**src/hdl/frdpt_pkg.sv**
```systemverilog
package frdpt_pkg;

    // default parameter values
    localparam int DEF_RATE_FRAC_BITS    = 10;
    localparam int DEF_PERIOD_FRAC_BITS  = 16;
    localparam int DEF_MAX_DISPLAY_STEPS = 65535;

    localparam int CFG_W  = 20;
    localparam int TIME_W = 63;
    localparam int SKIP_W = 16;
    localparam int ADDR_W = 4;

    localparam logic [CFG_W-1:0] DISPLAY_RATE_RST = 20'd61440;
    localparam logic [CFG_W-1:0] TARGET_RATE_RST  = 20'd61440;

    localparam logic [63:0] NS_PER_S = 64'd1000000000;
    localparam logic [15:0] MAX_CORR = 16'd50000;
    localparam logic [15:0] SKIP_MAX = 16'hffff;
    localparam logic [7:0]  CORR_DIV = 8'd50;
    localparam logic [7:0]  CORR_BIAS = 8'd25;

    // x / 50 as (x * CORR_RECIP) >> CORR_SHIFT, exact for x below 2^22
    localparam logic [22:0] CORR_RECIP = 23'd5368710;
    localparam int          CORR_SHIFT = 28;

    // register indexes
    localparam logic [1:0] REG_DISPLAY_RATE = 2'd0;
    localparam logic [1:0] REG_TARGET_RATE  = 2'd1;
    localparam logic [1:0] REG_ENABLE       = 2'd2;

    // shared divider operations
    localparam logic [2:0] DIV_DPER  = 3'd0;
    localparam logic [2:0] DIV_TPER  = 3'd1;
    localparam logic [2:0] DIV_STEPS = 3'd2;
    localparam logic [2:0] DIV_SEL   = 3'd3;

    typedef struct packed {
        logic       in_ready;
        logic       load_rates;
        logic       div_start;
        logic [2:0] div_op;
        logic       dpq_load;
        logic       tpq_load;
        logic       clr_fin;
        logic       steps_one;
        logic       steps_load;
        logic       mul_acc;
        logic       acc_add;
        logic       sel_load;
        logic       set_ideal_t;
        logic       adv_mul;
        logic       adv_add;
        logic       err_load;
        logic       corr_apply;
        logic       out_load;
    } cmd_t;

    typedef struct packed {
        logic cfg_clr;
        logic in_fire;
        logic enable;
        logic need_div;
        logic div_done;
        logic acc_ge;
        logic first_sel;
        logic big_err;
        logic out_free;
    } sts_t;

endpackage

```
**src/hdl/frdpt_ctrl.sv**
```systemverilog
module frdpt_ctrl
    import frdpt_pkg::*;
(
    input  logic clk,
    input  logic rst_n,
    input  sts_t sts,
    output cmd_t cmd
);
    localparam logic [4:0] C_LOAD  = 5'd0;
    localparam logic [4:0] C_CLRD  = 5'd1;
    localparam logic [4:0] C_CLRDW = 5'd2;
    localparam logic [4:0] C_CLRT  = 5'd3;
    localparam logic [4:0] C_CLRTW = 5'd4;
    localparam logic [4:0] C_IDLE  = 5'd5;
    localparam logic [4:0] C_EN    = 5'd6;
    localparam logic [4:0] C_STW   = 5'd7;
    localparam logic [4:0] C_MUL   = 5'd8;
    localparam logic [4:0] C_ADD   = 5'd9;
    localparam logic [4:0] C_TST   = 5'd10;
    localparam logic [4:0] C_SELW  = 5'd11;
    localparam logic [4:0] C_SELD  = 5'd12;
    localparam logic [4:0] C_ADVA  = 5'd13;
    localparam logic [4:0] C_ERR   = 5'd14;
    localparam logic [4:0] C_BIG   = 5'd15;
    localparam logic [4:0] C_OUT   = 5'd17;

    logic [4:0] state_reg;
    logic [4:0] state_next;

    always_ff @(posedge clk or negedge rst_n)
    begin
        if (!rst_n)
            state_reg <= C_LOAD;
        else
            state_reg <= state_next;
    end

    always_comb
    begin
        cmd        = '0;
        cmd.div_op = DIV_DPER;
        state_next = state_reg;
        case (state_reg)
            C_LOAD:
            begin
                cmd.load_rates = 1'b1;
                state_next     = C_CLRD;
            end
            C_CLRD:
            begin
                cmd.div_start = 1'b1;
                state_next    = C_CLRDW;
            end
            C_CLRDW:
            begin
                if (sts.div_done)
                begin
                    cmd.dpq_load = 1'b1;
                    state_next   = C_CLRT;
                end
            end
            C_CLRT:
            begin
                cmd.div_op    = DIV_TPER;
                cmd.div_start = 1'b1;
                state_next    = C_CLRTW;
            end
            C_CLRTW:
            begin
                cmd.div_op = DIV_TPER;
                if (sts.div_done)
                begin
                    cmd.tpq_load = 1'b1;
                    cmd.clr_fin  = 1'b1;
                    state_next   = C_IDLE;
                end
            end
            C_IDLE:
            begin
                cmd.in_ready = 1'b1;
                if (sts.in_fire)
                    state_next = C_EN;
            end
            C_EN:
            begin
                cmd.div_op = DIV_STEPS;
                if (!sts.enable)
                    state_next = C_IDLE;
                else if (sts.need_div)
                begin
                    cmd.div_start = 1'b1;
                    state_next    = C_STW;
                end
                else
                begin
                    cmd.steps_one = 1'b1;
                    state_next    = C_MUL;
                end
            end
            C_STW:
            begin
                cmd.div_op = DIV_STEPS;
                if (sts.div_done)
                begin
                    cmd.steps_load = 1'b1;
                    state_next     = C_MUL;
                end
            end
            C_MUL:
            begin
                cmd.mul_acc = 1'b1;
                state_next  = C_ADD;
            end
            C_ADD:
            begin
                cmd.acc_add = 1'b1;
                state_next  = C_TST;
            end
            C_TST:
            begin
                cmd.div_op = DIV_SEL;
                if (sts.acc_ge)
                begin
                    cmd.div_start = 1'b1;
                    state_next    = C_SELW;
                end
                else
                    state_next = C_IDLE;
            end
            C_SELW:
            begin
                cmd.div_op = DIV_SEL;
                if (sts.div_done)
                begin
                    cmd.sel_load = 1'b1;
                    state_next   = C_SELD;
                end
            end
            C_SELD:
            begin
                if (sts.first_sel)
                begin
                    cmd.set_ideal_t = 1'b1;
                    state_next      = C_OUT;
                end
                else
                begin
                    cmd.adv_mul = 1'b1;
                    state_next  = C_ADVA;
                end
            end
            C_ADVA:
            begin
                cmd.adv_add = 1'b1;
                state_next  = C_ERR;
            end
            C_ERR:
            begin
                cmd.err_load = 1'b1;
                state_next   = C_BIG;
            end
            C_BIG:
            begin
                if (sts.big_err)
                    cmd.set_ideal_t = 1'b1;
                else
                    cmd.corr_apply = 1'b1;
                state_next = C_OUT;
            end
            C_OUT:
            begin
                if (sts.out_free)
                begin
                    cmd.out_load = 1'b1;
                    state_next   = C_IDLE;
                end
            end
            default:
            begin
                state_next = C_LOAD;
            end
        endcase
        // a register write restarts the state clear
        if (sts.cfg_clr)
        begin
            cmd        = '0;
            cmd.div_op = DIV_DPER;
            state_next = C_LOAD;
        end
    end
endmodule

```
**config.mk**
```make
export PLATFORM = sky130hd
export DESIGN_NAME = frdpt_ctrl
export DESIGN_NICKNAME = d
export VERILOG_FILES = /design/src/hdl/frdpt_pkg.sv /design/src/hdl/frdpt_ctrl.sv
export SDC_FILE = /design/constraint.sdc
export NUM_CORES = 1
export LEC_CHECK = 0
export BUFFER_PORTS_ARGS = -buffer_cell sky130_fd_sc_hd__buf_2
export CAP_MARGIN = 40
export CORE_ASPECT_RATIO = 0.9
export CORE_MARGIN = 2
export CORE_UTILIZATION = 40
export CTS_CLUSTER_DIAMETER = 60
export CTS_CLUSTER_SIZE = 14
export DETAILED_ROUTE_END_ITERATION = 12
export PLACE_DENSITY = 0.78
export SLEW_MARGIN = 15
export SYNTH_ARGS = -nofsm -noshare
export SYNTH_HDL_FRONTEND = slang
export SYNTH_SLANG_ARGS = --single-unit
```
**constraint.sdc**
```tcl
create_clock -name clk -period 2 [get_ports clk]
set_input_delay 0.2 -clock clk [delete_from_list [all_inputs] [get_ports clk]]
set_output_delay 0.2 -clock clk [all_outputs]
set_load 0.01 [all_outputs]
```
# Word-level counts from Yosys, hierarchy flattened
# Index checks and enable logic that the tools add are counted.
[word_totals]
reg_bits = 5
in_bits = 11
out_inout_bits = 20
wordCells = 71
[classes]
n_eq_ne = 22
muxes = 42
n_reduce_logical = 6
[op_table]
columns = ["op", "count"]
rows = [
  ["5-bit one-hot mux with 17 select lines", 1],
  ["5-bit 2-to-1 mux", 9],
  ["5-bit by 4-bit == test with 1-bit output, second input constant", 8],
  ["1-bit 2-to-1 mux", 24],
  ["5-bit by 3-bit == test with 1-bit output, second input constant", 4],
  ["20-bit 2-to-1 mux", 1],
  ["3-bit != test, second input constant", 6],
  ["5-bit by 2-bit == test with 1-bit output, second input constant", 2],
  ["4-bit 2-to-1 mux", 2],
  ["2-bit OR reduction", 4],
  ["2-bit one-hot mux with 3 select lines", 1],
  ["6-bit AND reduction", 1],
  ["5-bit by 1-bit == test with 1-bit output, second input constant", 1],
  ["5-bit == test, second input constant", 1],
  ["5-bit zero test", 1],
  ["2-bit 2-to-1 mux", 2],
  ["1-bit one-hot mux with 3 select lines", 1],
  ["1-bit one-hot mux with 2 select lines", 1],
]

# Logic depth before layout (Yosys ltp)
# Gate-level depths: netlist of the first run.
[depth]
ltp_word = 4
ltp_mapped = 7
mapped_depth_nobuf = 5

# Least setup slack after synthesis of the first run
# OpenSTA, ideal clock, no wires.
[synth_path]
kind = "register to output"
start = "register state_reg[0]"
end = "output port cmd[12] in the netlist's numbering"
t_arrival_ns = 1.631
required_time_ns = 1.800
slack_ns = 0.169
path_stages_with_launch = 6
path_buffers = 3
cell_sequence = "dfrtp_1 buf_4 clkbuf_1 or3_1 nor3_1 buf_4"
[synth_rtl]
columns = ["item", "line", "source"]
rows = [
  ["from (decl)", "frdpt_ctrl.sv:27", "logic [4:0] state_reg;"],
  ["from (signal assigned)", "frdpt_ctrl.sv:35", "state_reg <= state_next;"],
  ["to (decl)", "frdpt_ctrl.sv:7", "output cmd_t cmd"],
]

==> flow_summary.json, run 1 <==
{
  "netlist.area_leader.share": 0.164,
  "worstPathRequired_ps": 1800,
  "clkLatencyLatePin_ps": 240,
  "core_sq_um": 1730,
  "p_leak_nw": 0.446,
  "finalInstanceArea_sq_um": 975,
  "routed_wl_mm": 2.21,
  "dieHeight_microns": 45.5,
  "gp_congestion": 0.883,
  "max_cap_viol_count": 0,
  "status": "finished clean",
  "drv_slew": 0,
  "yosysMostFrequentCell": "nor3_1",
  "ys_seq_elements": 5,
  "numCtsBuffers": 3,
  "grt_max_degree": 19,
  "grt_pass1_wl_mm": 3.42,
  "ant_nets": 0,
  "track_usage": 0.195,
  "hpwl_mm": 1.61,
  "die_w_microns": 50.1,
  "synth-main-ff-cell": "dfrtp_1",
  "clock_skew_ps": 2.91,
  "row_count": 14,
  "hold_violations": 0,
  "via_count": 946,
  "cts_tree": "done",
  "clkSinkCount": 5,
  "cp-end-kind": "output pin",
  "cts_root_buffer": "clkbuf_4",
  "ys_seq_area_frac": 0.164,
  "grt_pass1_vias": 776,
  "dieArea_sq_um": 2280,
  "period_share": 0.942,
  "synthArstFlopShare": 1.00,
  "num_antenna_cells": 0,
  "syn_to_final_growth_pct": 27.5,
  "critPathKind": "register to output pin",
  "viasPerCell": 6.03,
  "drc": 0,
  "critical_path.max_fanout": 14,
  "irDropWorstVdd_mv": 0.696,
  "ys_warn_count": 0,
  "avgSynthCellArea_sq_um": 7.35,
  "detail_route.wl_per_cell_microns": 14.1,
  "setup_viol": 0,
  "syn_inst": 104,
  "syn_area_sq_um": 764,
  "drive_gt1_frac": 0.368,
  "start_util": 0.441,
  "rsz0062_at_grt": "no",
  "place_area_sq_um": 898,
  "drt_iter0_drc": 39,
  "io_pins": 31,
  "postLayoutCoreUtil": 0.562,
  "dr.pass1.iters": 4,
  "ys_types": 47,
  "max_freq_mhz": 531,
  "total_power_mw": 0.822,
  "port_buffers": 29,
  "syn_nets": 115,
  "fin_crit_ps": 1880,
  "cts.htree.levels": 1,
  "hold_path_class": "primary input to register",
  "synth-edff-count": 0,
  "grt-ovfl-total": 0,
  "synth_commonest_cells": "9 x nor3_1, 8 x nand2b_1, 8 x nor2_1",
  "p_per_area_nw_per_um2": 843,
  "nets": 145,
  "synthTopCellsByArea": "dfrtp_1 16%, nand2b_1 6.5%, nor3_1 5.9%",
  "clockBufferDepth": 2,
  "clkTransAtPathRegs_ps": 40,
  "crit_arrival_ps": 1680,
  "final.setup.tns_ps": 0,
  "crit_path_start_kind": "register",
  "largest_register_ffs": 5,
  "synth_top_area_cell": "dfrtp_1",
  "antenna_found_initial": 0
}
-- final cells by class --
cell class	instances	area (sq um)
sequential	5	130
fill	183	759
clock buffer	4	26.3
multi-input combinational	89	587
tap	24	30.0
timing repair buffer	34	198
inverter	1	3.75
-- logic make-up after synthesis --
logic type,after synthesis,share of synthesized area
compound gates,23,0.237
xor+xnor,1,0.0115
buf+inv,10,0.0687
flops,5,0.164
mux,1,0.0131
other cells,1,0.00491
simple gates,63,0.501
-- cell usage in the layout, fill, tap and decap left out, types with 2 or more instances in the layout --
master and n:
nand3_1 3, nor2b_1 3, and3b_1 2, buf_4 3, buf_2 29, nor3b_1 2, or3_1 2, nand2_1 7
and4b_1 2, and2b_1 2, dfrtp_2 4, a21oi_1 6, nor3_1 9, o21ai_0 2, nand4b_1 3, nor4_1 2
nand2b_1 8, nor2_1 8, clkbuf_4 3, or2_2 2
-- metal layers --
layer | wire [microns] | GRT usage | vias to the layer above
li1 | - | - | 446
met1 | 993 | 0.265 | 440
met2 | 996 | 0.321 | 60
met3 | 221 | 0.0526 | 0
met4 | 0 | 0.0222 | 0
met5 | 0 | 0 | -
-- timing repair --
action / CTS / global route
setup endpoints to repair: 1 / 8
hold endpoints to repair: 5 / 0
hold buffers: 1 / 0
gates resized for setup: 2 / 2
setup buffers: 0 / 3
-- worst paths after layout --
| kind | slack (ps) | start | cells past startpoint | end |
|---|---|---|---|---|
| setup reg to reg | 200 | state_reg[2]$_DFFE_PN0P_ | 7 | state_reg[0]$_DFFE_PN0P_ |
| max in group asynchronous | 1560 | rst_n | 2 | state_reg[1]$_DFFE_PN0P_ |
| hold reg to reg | 770 | state_reg[0]$_DFFE_PN0P_ | 2 | state_reg[0]$_DFFE_PN0P_ |
| setup / recovery | 120 | state_reg[3]$_DFFE_PN0P_ | 4 | cmd[0] |
| min in group asynchronous | 290 | rst_n | 2 | state_reg[4]$_DFFE_PN0P_ |
| hold / removal | 220 | sts[4] | 2 | state_reg[3]$_DFFE_PN0P_ |
-- power by group --
group          internal (mW)  leakage (nW)  switching, mW
clock network         0.0754        0.0150         0.0414
registers              0.129        0.0610         0.0790
logic                  0.235         0.370          0.262
total                  0.439         0.446          0.383
-- through the flow --
stage / instances / setup slack (ps) / hold slack (ps)
5_1_grt: 157 / 13.4 / 217
6_report: 157 / 117 / 216
2_1_floorplan: 104 / 169 / -95.6
3_5_place_dp: 149 / 144 / 19.8
3_3_place_gp: 149 / 224 / 15.6
4_1_cts: 154 / 22.9 / 207
-- worst max-delay path, stage by stage, from the launching register on --
cell and delay, ps:
dfrtp_2 490, nand2b_1 210, or3_1 370, nor3b_1 210
buf_2 160
(Power assumes the default switching activity.)
==> inputs of run 2 (changes only) <==
--- a/config.mk
+++ b/config.mk
@@ -6,14 +6,14 @@
 export NUM_CORES = 1
 export LEC_CHECK = 0
 export BUFFER_PORTS_ARGS = -buffer_cell sky130_fd_sc_hd__buf_2
-export CAP_MARGIN = 40
+export CAP_MARGIN = 10
 export CORE_ASPECT_RATIO = 0.9
 export CORE_MARGIN = 2
-export CORE_UTILIZATION = 40
+export CORE_UTILIZATION = 39
 export CTS_CLUSTER_DIAMETER = 60
-export CTS_CLUSTER_SIZE = 14
+export CTS_CLUSTER_SIZE = 24
 export DETAILED_ROUTE_END_ITERATION = 12
-export PLACE_DENSITY = 0.78
+export PLACE_DENSITY = 0.77
 export SLEW_MARGIN = 15
 export SYNTH_ARGS = -nofsm -noshare
 export SYNTH_HDL_FRONTEND = slang
==> run 2 against run 1 <==
Utilization down 4.8 points. Clock skew down 0.90 ps. Flip-flop and latch count unchanged. First-iteration DRC count down 5.1%. Register-to-register slack better by 70 ps. Combinational power down 5.6%. Largest power group unchanged.
==> flow_summary.json, run 2 (synthesized netlist as in run 1, its figures left out) <==
{
  "status": "finished clean",
  "core_sq_um": 1880,
  "numCtsBuffers": 3,
  "whs_ps": 196,
  "met1_usage": 0.249,
  "clkSinkCount": 5,
  "detail_route.wl_per_cell_microns": 13.6,
  "ant_nets": 0,
  "grt_pass1_vias": 782,
  "p_leak_nw": 0.440,
  "dpl_worst_slack_ps": 202,
  "port_buffers": 29,
  "hpwl_mm": 1.59,
  "die_w_microns": 50.7,
  "gp_congestion": 0.935,
  "slowest_delay_ps": 490,
  "grt-ovfl-total": 0,
  "dr.pass1.iters": 4,
  "clock_skew_ps": 2.02,
  "busiest_layer": "met2",
  "irDropWorstVdd_mv": 0.512,
  "p_per_area_nw_per_um2": 829,
  "cts_tree": "done",
  "grt_pass1_wl_mm": 3.48,
  "routed_wl_mm": 2.15,
  "start_util": 0.407,
  "cp-end-kind": "output pin",
  "postLayoutCoreUtil": 0.514,
  "critical_path.max_fanout": 14,
  "dieHeight_microns": 46,
  "switching_share": 0.465,
  "period_share": 0.941,
  "drc": 0,
  "syn_to_final_growth_pct": 26.2,
  "max_freq_mhz": 531,
  "io_pins": 31,
  "cp_top_family": "simple AND/OR/NAND/NOR gates",
  "max_cap_viol_count": 0,
  "row_count": 15,
  "mostFrequentLayoutCell": "buf_2",
  "nets": 145,
  "crit_arrival_ps": 1680,
  "setup_viol": 0,
  "antenna_found_initial": 0,
  "viasPerCell": 5.82,
  "grt_max_degree": 19,
  "internal-power_mw": 0.428,
  "p_switching_mw": 0.372,
  "clockBufferDepth": 2,
  "crit_path_start_kind": "register",
  "layout.cells.most_common_list": "29 x buf_2, 9 x nor3_1, 8 x nor2_1, 8 x nand2b_1, 7 x nand2_1",
  "p_comb_frac": 0.587,
  "drive_gt1_frac": 0.376,
  "grt_util_met3": 0.0724,
  "via_count": 920,
  "hold_path_class": "primary input to register",
  "power.share.sequential": 0.268,
  "final.setup.tns_ps": 0,
  "hold_violations": 0,
  "drv_slew": 0,
  "fillers": 193,
  "dieArea_sq_um": 2330,
  "clkTransAtPathRegs_ps": 40,
  "largest_register_ffs": 5,
  "worst_slack_ps": 118,
  "cts_root_buffer": "clkbuf_4",
  "critPathKind": "register to output pin",
  "total_power_mw": 0.800,
  "track_usage": 0.198,
  "cts.htree.levels": 1,
  "clkLatencyLatePin_ps": 240,
  "path_buf_inv": 1,
  "num_antenna_cells": 0,
  "slowest_stage": "dfrtp_2",
  "clkPwrFrac": 0.145,
  "fin_crit_ps": 1880,
  "drt_iter0_drc": 37,
  "r2r_setup_slack_ps": 270,
  "rsz0062_at_grt": "no",
  "cp_cell_sequence": "nand2b_1 > or3_1 > nor3b_1 > buf_2",
  "worstPathRequired_ps": 1800,
  "use_met2": 0.321
}
run 2: cell count changes in the layout (fill, tap and decap cells not counted):
cell / delta
buf_12: -1
buf_4: +1
dfrtp_1: -1
dfrtp_2: +1
run 2: routing by layer:
metal	vias up	part of all wire
met5	-	0
met4	0	0.0074
met3	2	0.11
met2	57	0.43
met1	415	0.45
li1	446	-
run 2: final cells by class:
cell class,count,area [sq um],share of cell area
multi-input cells,89,587,0.608
well taps,25,31.3,0.0324
flip-flops and latches,5,131,0.136
clock buffers,4,26.3,0.0272
repair buffers,34,185,0.192
inverters,1,3.75,0.00389
run 2: final timing paths:
path,cells after the start,endpoint,startpoint
min in group asynchronous,2,state_reg[4]$_DFFE_PN0P_,rst_n
setup / recovery,4,cmd[0],state_reg[3]$_DFFE_PN0P_
max in group asynchronous,2,state_reg[0]$_DFFE_PN0P_,rst_n
setup reg to reg,6,state_reg[0]$_DFFE_PN0P_,state_reg[2]$_DFFE_PN0P_
hold reg to reg,2,state_reg[2]$_DFFE_PN0P_,state_reg[2]$_DFFE_PN0P_
hold / removal,2,state_reg[3]$_DFFE_PN0P_,sts[4]
run 2: worst register-to-register path, cell delays in order, from the launching register on:
cell,delay (ps)
dfrtp_2,470
buf_4,190
nor4b_1,290
a211oi_1,100
o31a_4,330
mux2i_1,160
nor2_1,60
run 2: stage by stage:
stage	std cells	cell area [sq um]
floorplan	104	764
global placement	151	907
detailed placement	151	907
CTS	156	943
global route	158	965
finish	158	965
run 2: power by group through the flow:
stage / clock, mW / combinational, mW / sequential (mW)
final: 0.116 / 0.469 / 0.214
after global routing: 0.132 / 0.515 / 0.221
after CTS: 0.121 / 0.441 / 0.209
after detailed placement: 0 / 0.437 / 0.210
after global placement: 0 / 0.432 / 0.208
after floorplan: 0 / 0.388 / 0.150
run 2: repair_timing:
| action | in CTS | in global routing |
|---|---|---|
| setup endpoints to repair | 0 | 7 |
| buffers inserted | 0 | 2 |
| hold buffers | 1 | 0 |
| endpoints found under the hold margin | 5 | 0 |
| gates resized for setup | 0 | 5 |
